File: src/sv/magnetometer_calibration_session_grader_core_defines.svh
// Assertion macros for the magnetometer calibration session grader.
// Used by the top level only; no other dependencies.
`ifndef MAGNETOMETER_CALIBRATION_SESSION_GRADER_CORE_DEFINES_SVH
`define MAGNETOMETER_CALIBRATION_SESSION_GRADER_CORE_DEFINES_SVH
// Implication checked on every rising clock edge outside reset.
`define MCG_ASSERT_IMP(label, clk, rst, ante, cons, msg) \
   label: assert property (@(posedge clk) disable iff (rst) (ante) |-> (cons)) else $error(msg);
// Next-cycle implication checked outside reset.
`define MCG_ASSERT_NEXT(label, clk, rst, ante, cons, msg) \
   label: assert property (@(posedge clk) disable iff (rst) (ante) |=> (cons)) else $error(msg);
`endif

File: src/sv/mcg_pkg.sv
// Package for the magnetometer calibration session grader: types, codes, constants.
// No dependencies.
`default_nettype none
package mcg_pkg;
   localparam int COUNT_BITS_DEF = 20;
   localparam int OCTANT_START = 40;
   localparam int DIV_BITS = 13;

   typedef enum logic [1:0] {OP_SAMPLE = 2'd0, OP_START = 2'd1, OP_CANCEL = 2'd2} opcode_type;
   typedef enum logic [1:0] {PH_IDLE = 2'd0, PH_RUN = 2'd1, PH_READY = 2'd2,
                             PH_CANCEL = 2'd3} phase_type;
   typedef enum logic [2:0] {CSR_S1 = 3'd0, CSR_S2 = 3'd1, CSR_S3 = 3'd2, CSR_P1 = 3'd3,
                             CSR_P2 = 3'd4, CSR_P3 = 3'd5} csr_index_type;
   typedef enum logic [2:0] {ST_IDLE, ST_DIV, ST_SUM, ST_GRADE, ST_OUT} seq_state_type;

   typedef struct packed {
      logic        start;
      logic [31:0] dividend;
      logic [15:0] divisor;
   } div_req_type;

   typedef struct packed {
      logic        done;
      logic [12:0] quotient;
   } div_rsp_type;
endpackage
`default_nettype wire

File: src/sv/mcg_divider.sv
// Restoring divider for the balance ratio, one quotient bit per cycle.
// Depends on mcg_pkg.
`default_nettype none
module mcg_divider (
   input  wire logic               clock,
   input  wire logic               reset,
   input  wire mcg_pkg::div_req_type req,
   output mcg_pkg::div_rsp_type    rsp
);
   logic [28:0] rem_ff, rem_in;
   logic [12:0] quo_ff, quo_in;
   logic [12:0] mask_ff, mask_in;
   logic [15:0] dvs_ff, dvs_in;
   logic        busy_ff, busy_in, done_ff, done_in;
   logic [3:0]  cnt_ff, cnt_in;
   logic [29:0] trial;

   // Quotient fits 13 bits since smallest <= largest gives ratio <= 6400.
   always_comb begin
      rem_in = rem_ff; quo_in = quo_ff; mask_in = mask_ff; dvs_in = dvs_ff;
      busy_in = busy_ff; done_in = 1'b0; cnt_in = cnt_ff;
      trial = 30'(rem_ff) - (30'(dvs_ff) << cnt_ff);
      if (req.start) begin
         rem_in = req.dividend[28:0]; dvs_in = req.divisor; quo_in = '0;
         busy_in = 1'b1; cnt_in = 4'(mcg_pkg::DIV_BITS - 1);
      end else if (busy_ff) begin
         if (!trial[29]) begin
            rem_in = trial[28:0];
            quo_in = quo_ff | (13'd1 << cnt_ff);
         end
         if (cnt_ff == 4'd0) begin
            busy_in = 1'b0; done_in = 1'b1;
         end else begin
            cnt_in = cnt_ff - 4'd1;
         end
      end
      mask_in = quo_in;
   end

   always_ff @(posedge clock) begin
      if (reset) begin
         busy_ff <= 1'b0; done_ff <= 1'b0;
      end else begin
         busy_ff <= busy_in; done_ff <= done_in;
      end
      rem_ff <= rem_in; quo_ff <= quo_in; dvs_ff <= dvs_in; cnt_ff <= cnt_in;
      mask_ff <= mask_in;
   end

   assign rsp.done = done_ff;
   assign rsp.quotient = mask_ff;
endmodule
`default_nettype wire

File: src/sv/magnetometer_calibration_session_grader_core.sv
// Magnetometer hard-iron calibration session grader, top level.
// A sample item that takes effect is held, then passes through the 13-step divider,
// the axis sums and the grade step before its result item is presented; start,
// cancel and ignored items present theirs the next cycle.
// No new item is taken until the result item of the last one has been taken.
// Reset (synchronous, active high) clears the session to idle and loads defaults.
`default_nettype none
`include "magnetometer_calibration_session_grader_core_defines.svh"
module magnetometer_calibration_session_grader_core #(
   parameter int COUNT_BITS = mcg_pkg::COUNT_BITS_DEF
) (
   input  wire logic        clock,
   input  wire logic        reset,
   input  wire logic        req_valid,
   output logic             req_ready,
   input  wire logic [1:0]  req_opcode,
   input  wire logic signed [15:0] req_sample_x,
   input  wire logic signed [15:0] req_sample_y,
   input  wire logic signed [15:0] req_sample_z,
   output logic             rsp_valid,
   input  wire logic        rsp_ready,
   output logic             rsp_accepted,
   output logic [1:0]       rsp_session_state,
   output logic [1:0]       rsp_quality,
   output logic [6:0]       rsp_progress,
   output logic [19:0]      rsp_sample_count,
   output logic [3:0]       rsp_covered_octants,
   output logic signed [15:0] rsp_center_x,
   output logic signed [15:0] rsp_center_y,
   output logic signed [15:0] rsp_center_z,
   output logic [15:0]      rsp_span_smallest,
   output logic [15:0]      rsp_span_largest,
   input  wire logic        csr_write,
   input  wire logic [2:0]  csr_index,
   input  wire logic [19:0] csr_data
);
   // Threshold registers.
   logic [19:0] s1_ff, s2_ff, s3_ff;
   logic [15:0] p1_ff, p2_ff, p3_ff;

   always_ff @(posedge clock) begin
      if (reset) begin
         s1_ff <= 20'd100; s2_ff <= 20'd300; s3_ff <= 20'd600;
         p1_ff <= 16'd200; p2_ff <= 16'd400; p3_ff <= 16'd800;
      end else if (csr_write) begin
         unique case (csr_index)
            mcg_pkg::CSR_S1: s1_ff <= csr_data;
            mcg_pkg::CSR_S2: s2_ff <= csr_data;
            mcg_pkg::CSR_S3: s3_ff <= csr_data;
            mcg_pkg::CSR_P1: p1_ff <= csr_data[15:0];
            mcg_pkg::CSR_P2: p2_ff <= csr_data[15:0];
            mcg_pkg::CSR_P3: p3_ff <= csr_data[15:0];
            default: ;
         endcase
      end
   end

   // Session statistics.
   mcg_pkg::phase_type phase_ff, phase_in;
   mcg_pkg::seq_state_type st_ff, st_in;
   logic [COUNT_BITS-1:0] cnt_ff, cnt_in;
   logic signed [15:0] lo_ff [3], hi_ff [3], lo_in [3], hi_in [3];
   logic [7:0] oct_ff, oct_in;
   logic [1:0] grade_ff, grade_in;
   logic [6:0] pct_ff, pct_in;
   logic       acc_ff, acc_in;
   logic [16:0] span [3];
   logic [15:0] mn, mx;
   logic [3:0] noct;
   logic signed [16:0] pair [3];
   logic signed [16:0] cen [3];
   logic [15:0] sm, sc;
   mcg_pkg::div_req_type dreq;
   mcg_pkg::div_rsp_type drsp;
   logic [12:0] bal_ff, bal_in;
   logic [18:0] sum_ff, sum_in;
   logic [1:0]  ax_ff, ax_in;
   logic [10:0] sat;
   logic [9:0] csat;
   logic [12:0] bterm;
   logic [18:0] p;
   logic [31:0] prod5;
   logic [39:0] prod45;
   logic       hold_ff, hold_in;
   logic       full;
   logic [2:0] o;
   logic signed [15:0] v [3];
   logic ready_now;
   logic [1:0] g;
   // Held sample for octant marking.
   logic signed [15:0] sv_ff [3];

   assign v[0] = req_sample_x;
   assign v[1] = req_sample_y;
   assign v[2] = req_sample_z;

   always_comb begin
      for (int i = 0; i < 3; i++) begin
         span[i] = 17'(hi_ff[i]) - 17'(lo_ff[i]);
         pair[i] = 17'(lo_ff[i]) + 17'(hi_ff[i]);
         // Adding the sign bit before the arithmetic shift rounds toward zero.
         cen[i] = (pair[i] + $signed(17'(pair[i][16]))) >>> 1;
      end
      mn = span[0][15:0]; mx = span[0][15:0];
      for (int i = 1; i < 3; i++) begin
         if (span[i][15:0] < mn) mn = span[i][15:0];
         if (span[i][15:0] > mx) mx = span[i][15:0];
      end
      noct = '0;
      for (int i = 0; i < 8; i++) noct = noct + 4'(oct_ff[i]);
   end

   assign full = &cnt_ff;
   // The input waits while a sample is processed and while a result item is pending.
   assign req_ready = (st_ff == mcg_pkg::ST_IDLE) && !hold_ff && !out_ff;
   assign dreq.start = (st_ff == mcg_pkg::ST_IDLE) && hold_ff;
   assign dreq.dividend = 32'(mn) * 32'd6400;
   assign dreq.divisor = mx;

   mcg_divider u_div (.clock(clock), .reset(reset), .req(dreq), .rsp(drsp));

   // Sequencer: next state.
   always_comb begin
      st_in = st_ff;
      unique case (st_ff)
         mcg_pkg::ST_IDLE:  if (hold_ff) st_in = mcg_pkg::ST_DIV;
         mcg_pkg::ST_DIV:   if (drsp.done) st_in = mcg_pkg::ST_SUM;
         mcg_pkg::ST_SUM:   if (ax_ff == 2'd3) st_in = mcg_pkg::ST_GRADE;
         mcg_pkg::ST_GRADE: st_in = mcg_pkg::ST_OUT;
         mcg_pkg::ST_OUT:   if (rsp_ready) st_in = mcg_pkg::ST_IDLE;
         default:           st_in = mcg_pkg::ST_IDLE;
      endcase
   end

   // Sequencer: datapath.
   always_comb begin
      phase_in = phase_ff; cnt_in = cnt_ff; oct_in = oct_ff; grade_in = grade_ff;
      pct_in = pct_ff; acc_in = acc_ff; bal_in = bal_ff; sum_in = sum_ff; ax_in = ax_ff;
      hold_in = hold_ff;
      lo_in = lo_ff; hi_in = hi_ff;
      o = '0; sat = '0; csat = '0; bterm = '0; p = '0; ready_now = 1'b0; g = '0;
      prod5 = '0; prod45 = '0;
      if (st_ff == mcg_pkg::ST_IDLE && req_valid && req_ready) begin
         acc_in = 1'b0;
         unique case (req_opcode)
            mcg_pkg::OP_SAMPLE: if (phase_ff == mcg_pkg::PH_RUN ||
                                    phase_ff == mcg_pkg::PH_READY) begin
               acc_in = 1'b1; hold_in = 1'b1;
               for (int i = 0; i < 3; i++) begin
                  if (cnt_ff == '0 || v[i] < lo_ff[i]) lo_in[i] = v[i];
                  if (cnt_ff == '0 || v[i] > hi_ff[i]) hi_in[i] = v[i];
               end
               if (!full) cnt_in = cnt_ff + COUNT_BITS'(1);
            end
            mcg_pkg::OP_START: if (!(phase_ff == mcg_pkg::PH_RUN ||
                                     phase_ff == mcg_pkg::PH_READY)) begin
               acc_in = 1'b1; phase_in = mcg_pkg::PH_RUN; cnt_in = '0; oct_in = '0;
               grade_in = '0; pct_in = '0;
               for (int i = 0; i < 3; i++) begin lo_in[i] = '0; hi_in[i] = '0; end
            end
            mcg_pkg::OP_CANCEL: if (phase_ff == mcg_pkg::PH_RUN ||
                                    phase_ff == mcg_pkg::PH_READY) begin
               acc_in = 1'b1; phase_in = mcg_pkg::PH_CANCEL;
            end
            default: ;
         endcase
      end
      // Octant marking uses the updated envelope and the held sample.
      if (dreq.start) begin
         hold_in = 1'b0;
         if (COUNT_BITS'(mcg_pkg::OCTANT_START) <= cnt_ff) begin
            for (int i = 0; i < 3; i++)
               o[i] = (17'(sv_ff[i]) >= cen[i]) ? 1'b1 : 1'b0;
            oct_in = oct_ff | (8'd1 << o);
         end
         csat = (cnt_ff > COUNT_BITS'(600)) ? 10'd600 : cnt_ff[9:0];
         // Division by five as a reciprocal multiplication, exact below 2^16.
         prod5 = 32'({csat, 6'd0}) * 32'd52429;
         sum_in = 19'(prod5 >> 18);
         ax_in = '0;
      end
      if (st_ff == mcg_pkg::ST_DIV && drsp.done)
         bal_in = (mx == '0) ? 13'd0 : drsp.quotient;
      if (st_ff == mcg_pkg::ST_SUM) begin
         if (ax_ff == 2'd3) begin
            bterm = (bal_ff > 13'd3840) ? 13'd3840 : bal_ff;
            sum_in = sum_ff + 19'(bterm) + 19'(noct) * 19'd480;
         end else begin
            sat = (span[ax_ff][15:0] > 16'd1200) ? 11'd1200 : span[ax_ff][10:0];
            // Division by 45 as a reciprocal multiplication, exact for these spans.
            prod45 = 40'({sat, 7'd0}) * 40'd372828;
            sum_in = sum_ff + 19'(prod45 >> 24);
            ax_in = ax_ff + 2'd1;
         end
      end
      if (st_ff == mcg_pkg::ST_GRADE) begin
         if (32'(cnt_ff) < 32'(s1_ff) || mn < p1_ff) g = 2'd0;
         else if (32'(cnt_ff) < 32'(s2_ff) || mn < p2_ff || mx == 16'd0 ||
                  ({2'b0, mn} << 2) < 18'(mx) || noct < 4'd3) g = 2'd1;
         else if (32'(cnt_ff) < 32'(s3_ff) || mn < p3_ff ||
                  ({1'b0, mn} << 1) < 17'(mx) || noct < 4'd6) g = 2'd2;
         else g = 2'd3;
         grade_in = g;
         ready_now = g >= 2'd2 && 32'(cnt_ff) >= 32'(s2_ff) && mn >= p2_ff;
         p = (sum_ff + 19'd128) >> 8;
         if (ready_now) begin
            pct_in = 7'd100; phase_in = mcg_pkg::PH_READY;
         end else begin
            pct_in = (p > 19'd99) ? 7'd99 : p[6:0];
            if (phase_ff == mcg_pkg::PH_READY) phase_in = mcg_pkg::PH_RUN;
         end
      end
   end

   logic       out_ff, out_in;
   always_comb begin
      out_in = out_ff;
      if (st_ff == mcg_pkg::ST_IDLE && req_valid && req_ready && !hold_in) out_in = 1'b1;
      else if (out_ff && rsp_ready) out_in = 1'b0;
   end

   always_ff @(posedge clock) begin
      if (reset) begin
         phase_ff <= mcg_pkg::PH_IDLE; st_ff <= mcg_pkg::ST_IDLE; cnt_ff <= '0;
         oct_ff <= '0; grade_ff <= '0; pct_ff <= '0; hold_ff <= 1'b0; out_ff <= 1'b0;
         for (int i = 0; i < 3; i++) begin lo_ff[i] <= '0; hi_ff[i] <= '0; end
      end else begin
         phase_ff <= phase_in; st_ff <= st_in; cnt_ff <= cnt_in; oct_ff <= oct_in;
         grade_ff <= grade_in; pct_ff <= pct_in; hold_ff <= hold_in; out_ff <= out_in;
         lo_ff <= lo_in; hi_ff <= hi_in;
      end
      acc_ff <= acc_in; bal_ff <= bal_in; sum_ff <= sum_in; ax_ff <= ax_in;
      if (req_valid && req_ready) sv_ff <= v;
   end

   assign sm = 16'(cen[0]);
   assign sc = 16'(cen[2]);
   assign rsp_valid = (st_ff == mcg_pkg::ST_OUT) || out_ff;
   assign rsp_accepted = acc_ff;
   assign rsp_session_state = phase_ff;
   assign rsp_quality = grade_ff;
   assign rsp_progress = pct_ff;
   assign rsp_sample_count = (COUNT_BITS > 20 && (cnt_ff >> 20) != 0) ? 20'hFFFFF
                             : 20'(cnt_ff);
   assign rsp_covered_octants = noct;
   assign rsp_center_x = sm;
   assign rsp_center_y = 16'(cen[1]);
   assign rsp_center_z = sc;
   assign rsp_span_smallest = mn;
   assign rsp_span_largest = mx;

   `MCG_ASSERT_IMP(a_ready_busy, clock, reset, st_ff != mcg_pkg::ST_IDLE, !req_ready,
                   "input taken while sequencer busy")
   `MCG_ASSERT_IMP(a_pct_range, clock, reset, rsp_valid, rsp_progress <= 7'd100,
                   "progress beyond 100")
   `MCG_ASSERT_NEXT(a_ready_full, clock, reset,
                    st_ff == mcg_pkg::ST_GRADE && phase_in == mcg_pkg::PH_READY,
                    pct_ff == 7'd100, "ready session without full progress")
endmodule
`default_nettype wire

File: config.mk
export PLATFORM = sky130hd
export DESIGN_NAME = magnetometer_calibration_session_grader_core
export DESIGN_NICKNAME = d
export VERILOG_FILES = /design/src/sv/mcg_pkg.sv /design/src/sv/mcg_divider.sv /design/src/sv/magnetometer_calibration_session_grader_core.sv
export VERILOG_INCLUDE_DIRS = /design/src /design/src/sv
export SDC_FILE = /design/constraint.sdc
export NUM_CORES = 2
export LEC_CHECK = 0
export BUFFER_PORTS_ARGS = -buffer_cell sky130_fd_sc_hd__clkbuf_2
export CAP_MARGIN = 30
export CORE_MARGIN = 2
export CORE_UTILIZATION = 35
export CTS_CLUSTER_SIZE = 25
export DETAILED_ROUTE_END_ITERATION = 6
export PLACE_DENSITY_LB_ADDON = 0.08
export SYNTH_ARGS = -nofsm -noshare
export SYNTH_HDL_FRONTEND = slang
export SYNTH_SLANG_ARGS = --single-unit
File: constraint.sdc
create_clock -name clock -period 13.07 [get_ports clock]
set_input_delay 1.9605 -clock clock [delete_from_list [all_inputs] [get_ports clock]]
set_output_delay 1.9605 -clock clock [all_outputs]
set_load 0.05 [all_outputs]
# Word level (Yosys, flattened, before mapping)
# Index checks and enable logic that the tools add are counted.
# totals
output_inout_bits	118
in_bits	78
register_bits	395
# classes
eq_ne	29
n_lt_le_gt_ge	32
reduce_logical	63
addsub	24
muxes	81
shifts	3
multipliers	4
bitwise_logic	6
# op_table
operator	count
two-way mux 16 bit	12
one-hot mux 48 bit (2 select lines)	2
two-way mux 48 bit	3
less-than comparator 16 bit	8
two-way mux 29 bit	3
> comparator 16 bit	5
>= comparator 16 bit	4
less-than comparator 20 bit	3
two-way mux 20 bit	3
adder 19 x 13 -> 19 bit	3
two-way mux 19 bit	3
adder 16 x 16 -> 17 bit	3
adder 17 x 2 -> 17 bit	3
subtractor 16 x 16 -> 17 bit	3
two-way mux 7 bit	6
two-way mux 8 bit	5
one-hot mux 20 bit (2 select lines)	1
AND reduction 5 bit	7
binary-select mux 17 bit (select 2 bit)	1
two-way mux 2 bit	16
left shift 16 x 4 -> 30 bit	1
subtractor 29 x 30 -> 30 bit	1
multiplier 11 x 17 -> 28 bit (second input constant)	1
multiplier 10 x 16 -> 26 bit (second input constant)	1
58 further kinds	144

# Logic depth before layout (Yosys ltp)
# logic_depth
ltp_word	18
depth_mapped	48

# Hierarchy
# Synthesis repeated with hierarchy kept, for this count alone.
# hier_totals
cells_unflattened	4808
hier_area_um2	40770.4
# by_module_without_submodules
mod	cells_per_inst	n_inst	area_per_inst_um2
magnetometer_calibration_session_grader_core	4326	1	36138.4
mcg_divider	482	1	4631.9

# Worst setup path after synthesis
# No wires, ideal clock.
# synth_timing
path_kind	reg-to-reg
start	reg lo_ff[32] in the netlist's numbering
end	reg u_div.rem_ff[28], data pin
setup_ns	0.256
stages_incl_launch_ff	45
arrival_time_ns	10.527
t_required_ns	12.814
setup_slack_ns	2.287
cell_sequence	dfxtp_1 > ha_1 > inv_1 > fa_1 > a211oi_1 > o21ai_1 > a2111oi_0 > nor2_1 > xnor2_1 > inv_1 > ha_1 > and3_1 > nand3_1 > nor3_1 > a211oi_1 > clkbuf_1 > clkbuf_1 > nor2_1 > (+9 left out) > mux2i_1 > ha_1 > ha_1 > inv_1 > fa_1 > inv_1 > ha_1 > a21o_1 > a21oi_1 > o21ai_0 > a31oi_1 > o221ai_1 > nor4_1 > nor3_1 > a31oi_1 > o21ai_0 > xor2_1 > a22o_1
# synth_between
elab_chain_cells	7
# synth_lines
element	line	source
start, declared	magnetometer_calibration_session_grader_core.sv:62	logic signed [15:0] lo_ff [3], hi_ff [3], lo_in [3], hi_in [3];
start signal, assigned	magnetometer_calibration_session_grader_core.sv:230	lo_ff <= lo_in; hi_ff <= hi_in;
subtractor 16 x 16 -> 17 bit (*)	magnetometer_calibration_session_grader_core.sv:99	span[i] = 17'(hi_ff[i]) - 17'(lo_ff[i]);
less-than comparator 16 bit	magnetometer_calibration_session_grader_core.sv:106	if (span[i][15:0] < mn) mn = span[i][15:0];
two-way mux 16 bit (*)	magnetometer_calibration_session_grader_core.sv:106	
less-than comparator 16 bit	magnetometer_calibration_session_grader_core.sv:106	
two-way mux 16 bit (*)	magnetometer_calibration_session_grader_core.sv:106	
net rsp_span_smallest[3]	magnetometer_calibration_session_grader_core.sv:31	output logic [15:0] rsp_span_smallest,
multiplier 16 x 5 -> 21 bit (*)	magnetometer_calibration_session_grader_core.sv:117	assign dreq.dividend = 32'(mn) * 32'd6400;
two-way mux 29 bit (*)	mcg_divider.sv:23	if (req.start) begin
net u_div.rem_in[28]	mcg_divider.sv:10	logic [28:0] rem_ff, rem_in;
end signal, assigned	mcg_divider.sv:46	rem_ff <= rem_in; quo_ff <= quo_in; dvs_ff <= dvs_in; cnt_ff <= cnt_in;
end, declared	mcg_divider.sv:10	
# The timed path passes the listed nets; every way through them passes the cells marked *.
# A chain may end at the register's enable or synchronous reset.

# Final worst setup path
# layout_timing
start	reg hi_ff[32] in the netlist's numbering
end	reg sum_ff[18], data pin
# layout_between
elab_chain_cells	10
# layout_lines
element	line	source
start, declared	magnetometer_calibration_session_grader_core.sv:62	
start signal, assigned	magnetometer_calibration_session_grader_core.sv:230	
subtractor 16 x 16 -> 17 bit (*)	magnetometer_calibration_session_grader_core.sv:99	
binary-select mux 17 bit (select 2 bit) (*)	magnetometer_calibration_session_grader_core.sv:189	sat = (span[ax_ff][15:0] > 16'd1200) ? 11'd1200 : span[ax_ff][10:0];
two-way mux 16 bit (not written as such) (*) (2 in a row)	magnetometer_calibration_session_grader_core.sv:189	
> comparator 16 x 11 -> 1 bit	magnetometer_calibration_session_grader_core.sv:189	
two-way mux 11 bit (*)	magnetometer_calibration_session_grader_core.sv:189	
multiplier 11 x 17 -> 28 bit (*)	magnetometer_calibration_session_grader_core.sv:191	prod45 = 40'({sat, 7'd0}) * 40'd372828;
adder 19 x 13 -> 19 bit (*)	magnetometer_calibration_session_grader_core.sv:192	sum_in = sum_ff + 19'(prod45 >> 24);
two-way mux 19 bit (*)	magnetometer_calibration_session_grader_core.sv:185	if (ax_ff == 2'd3) begin
two-way mux 19 bit (*)	magnetometer_calibration_session_grader_core.sv:184	if (st_ff == mcg_pkg::ST_SUM) begin
end signal, assigned	magnetometer_calibration_session_grader_core.sv:232	acc_ff <= acc_in; bal_ff <= bal_in; sum_ff <= sum_in; ax_ff <= ax_in;
end, declared	magnetometer_calibration_session_grader_core.sv:76	logic [18:0] sum_ff, sum_in;
# Every way passes the cells marked *; elsewhere a longest branch is shown, timed or not. The select of a mux whose other input is x is not followed.

==> out/qor.yml <==
min_path:
  min_path_type: "reg2reg"
critical_path:
  worstPathRequired_ns: 13.44
  max_stage_delay_ns: 0.75
  crit_slowest_cell: "a2111oi_0"
  worstReg2RegEnd: "sum_ff[18]$_SDFFCE_PN0P_"
  crit_type: "reg2reg"
  crit_path_end_kind: "flop"
  crit_path_max_fanout: 16
  ff2ff_path_depth: 40
  worstReg2RegStart: "hi_ff[32]$_SDFFE_PP0P_"
  cp.arrival_ns: 11.37
  cp-endpoint: "sum_ff[18]$_SDFFCE_PN0P_"
  start_kind: "flop"
  crit_path_frequent_cell: "ha_1"
  rrSetupSlack_ns: 2.08
  crit_start: "hi_ff[32]$_SDFFE_PP0P_"
sta:
  slew_headroom: 0.325
  finalSetupTns_ns: 0
  max_clock_freq_ghz: 0.0910
  layout_setup_ws_ns: 2.08
  finalHoldViolCount: 0
  maxSlewViolCount: 0
  fin_crit_sh: 0.841
  worst_pin_slew_ns: 1.00
  rsz0062_at_grt: "no"
  period_needed_ns: 10.99
  setup_viol: 0
  finClkSkew_ns: 0.0380
cts:
  cts.clk_slew.worst_paths_ns: 0.06
  cts_sinks: 395
  cts_root_buf: "clkbuf_16"
  cts_tree: "built"
  cts.path.max_buffers: 3
  htreeDepth: 2
  cts-hold-fix-buffers: 0
  cts_resized: 0
  numCtsBuffers: 53
  clkLatencyLatePin_ns: 0.67
  cts_setup_buffers: 0
drt:
  routed_wl_mm: 127
  vias: 33500
  routed_via_density: 5.14
  wl_per_cell_um: 19.6
  ant_nets: 0
  drc: 0
  dr.pass1.iters: 5
  drt_iter0_drc: 1722
grt:
  grt-ovfl-total: 0
  grt_pass1_vias: 33400
  antenna_found_initial: 5
  grt_pass1_wl_mm: 198
  grt_max_degree: 71
  track_usage: 0.216
floorplanning:
  coreArea_mm2: 0.114
  dieArea_mm2: 0.118
  fp.dieH_um: 343
  fp.dieW_um: 343
  ios: 196
  fp-row-count: 124
  start_util: 0.352
pwr:
  leakagePower_uw: 0.0208
  p_per_area_mw_per_mm2: 268
  ir_drop_v: 0.000349
  p_total_uw: 12000
place:
  pre_cts_ws_ns: 2.16
  hpwl_mm: 102
  portBuffers: 195
  gp_congestion: 0.897
run_status:
  status: "complete, no violations"
synth:
  seq_area_frac_synth: 0.226
  ys_ff_latch: 395
  async_reset_ff_frac: 0
  postSynthAreaPerCell_um2: 8.37
  yosysWarnings: 0
  synth_cells: 4800
  synth_top_flop_cell: "dfxtp_1"
  netlist_area_mm2: 0.0402
  synth_cell_type_count: 98
  synth_edf_count: 118
layout:
  nets: 5866
  syn_to_final_growth_pct: 11.6
  final_cell_mix: "ha_1 (715), inv_1 (570), nand2_1 (424)"
  layout_commonest_cell: "ha_1"
  final_util: 0.393
  drive_gt1_frac: 0.0863
flow_run:
  max_cap_violations: 0
[registers in the layout, indices dropped and copies added (netlist names), 19 cells and up]
| name | flops |
|---|---|
| u_div.rem_ff | 29 |
| hi_ff | 48 |
| s2_ff | 20 |
| s1_ff | 20 |
| sv_ff | 48 |
| rsp_sample_count | 20 |
| sum_ff | 19 |
| lo_ff | 48 |
| s3_ff | 20 |
[power breakdown]
part | leakage [uW] | internal [uW] | switching [uW]
Sequential | 0.00332 | 1370 | 51.1
Clock | 0.000904 | 901 | 640
Combinational | 0.0166 | 3300 | 5760
Total | 0.0208 | 5560 | 6460
[logic make-up (layout without fill, tap and decap cells)]
kind of cell | after synthesis | in the layout | share of synthesized area
AO/OA/AOI/OAI | 992 | 992 | 0.156
AND/OR/NAND/NOR | 1451 | 1451 | 0.174
multiplexers | 157 | 157 | 0.0407
XOR/XNOR | 243 | 243 | 0.0530
buffers and inverters | 732 | 934 | 0.0711
flip-flops | 395 | 395 | 0.226
other | 2 | 7 | 0.000187
adder cells (fa/ha/maj) | 828 | 828 | 0.279
[metrics by stage]
step / std cells / area, um2 / hold slack [ns]
final: 6519 / 44800 / 0.445
after global routing: 6518 / 44800 / 0.465
after CTS: 6516 / 44800 / 0.449
after detailed placement: 6416 / 43000 / 0.440
after global placement: 6410 / 42900 / 0.437
after floorplan: 4803 / 40200 / 0.425
[critical path: cells and delay by family (launching register included)]
family	cells	cell delay [ns]
xor+xnor	1	0.38
buf+inv	4	0.24
fa+ha+maj	10	3.68
compound gates	17	4.63
flops	1	0.34
simple gates	8	1.43
[worst min-delay path by stage]
stage	from	end	depth (start not counted)
2_1_floorplan	oct_ff[4]$_SDFF_PP0_	oct_ff[4]$_SDFF_PP0_	2
3_3_place_gp	rsp_progress[0]$_SDFFE_PP0P_	rsp_progress[0]$_SDFFE_PP0P_	2
3_5_place_dp	rsp_progress[0]$_SDFFE_PP0P_	rsp_progress[0]$_SDFFE_PP0P_	2
4_1_cts	rsp_progress[0]$_SDFFE_PP0P_	rsp_progress[0]$_SDFFE_PP0P_	2
5_1_grt	rsp_progress[1]$_SDFFE_PP0P_	rsp_progress[1]$_SDFFE_PP0P_	2
6_report	rsp_progress[0]$_SDFFE_PP0P_	rsp_progress[0]$_SDFFE_PP0P_	2
[cell usage after synthesis, drive strengths merged (111+ instances only)]
master / count / area (um2)
nor2b: 132 / 826
clkbuf: 117 / 439
dfxtp: 277 / 5550
inv: 572 / 2150
nand2: 425 / 1600
a21o: 111 / 833
xnor2: 146 / 1280
a21oi: 364 / 1830
fa: 112 / 2240
nor2: 392 / 1470
o21ai: 186 / 935
mux2i: 142 / 1420
ha: 716 / 8960
edfxtp: 118 / 3540
[layout make-up]
class	count	area (um2)
Antenna cell	2	5.00
Clock buffer	74	1530
Clock inverter	26	299
Fill cell	11800	69200
Inverter	576	2160
Multi-Input combinational cell	3676	28300
Sequential cell	395	9090
Tap cell	1512	1890
Timing Repair Buffer	258	1550
[per-layer routing]
metal  vias up  global-route usage  share of wire
met1     15800               0.289           0.47
met2       576               0.373           0.47
met3       148              0.0234          0.038
li1      17000                   -              -
met4         0              0.0497          0.022
met5         -                   0              0
Note: power is estimated with default switching activity, not from simulation.
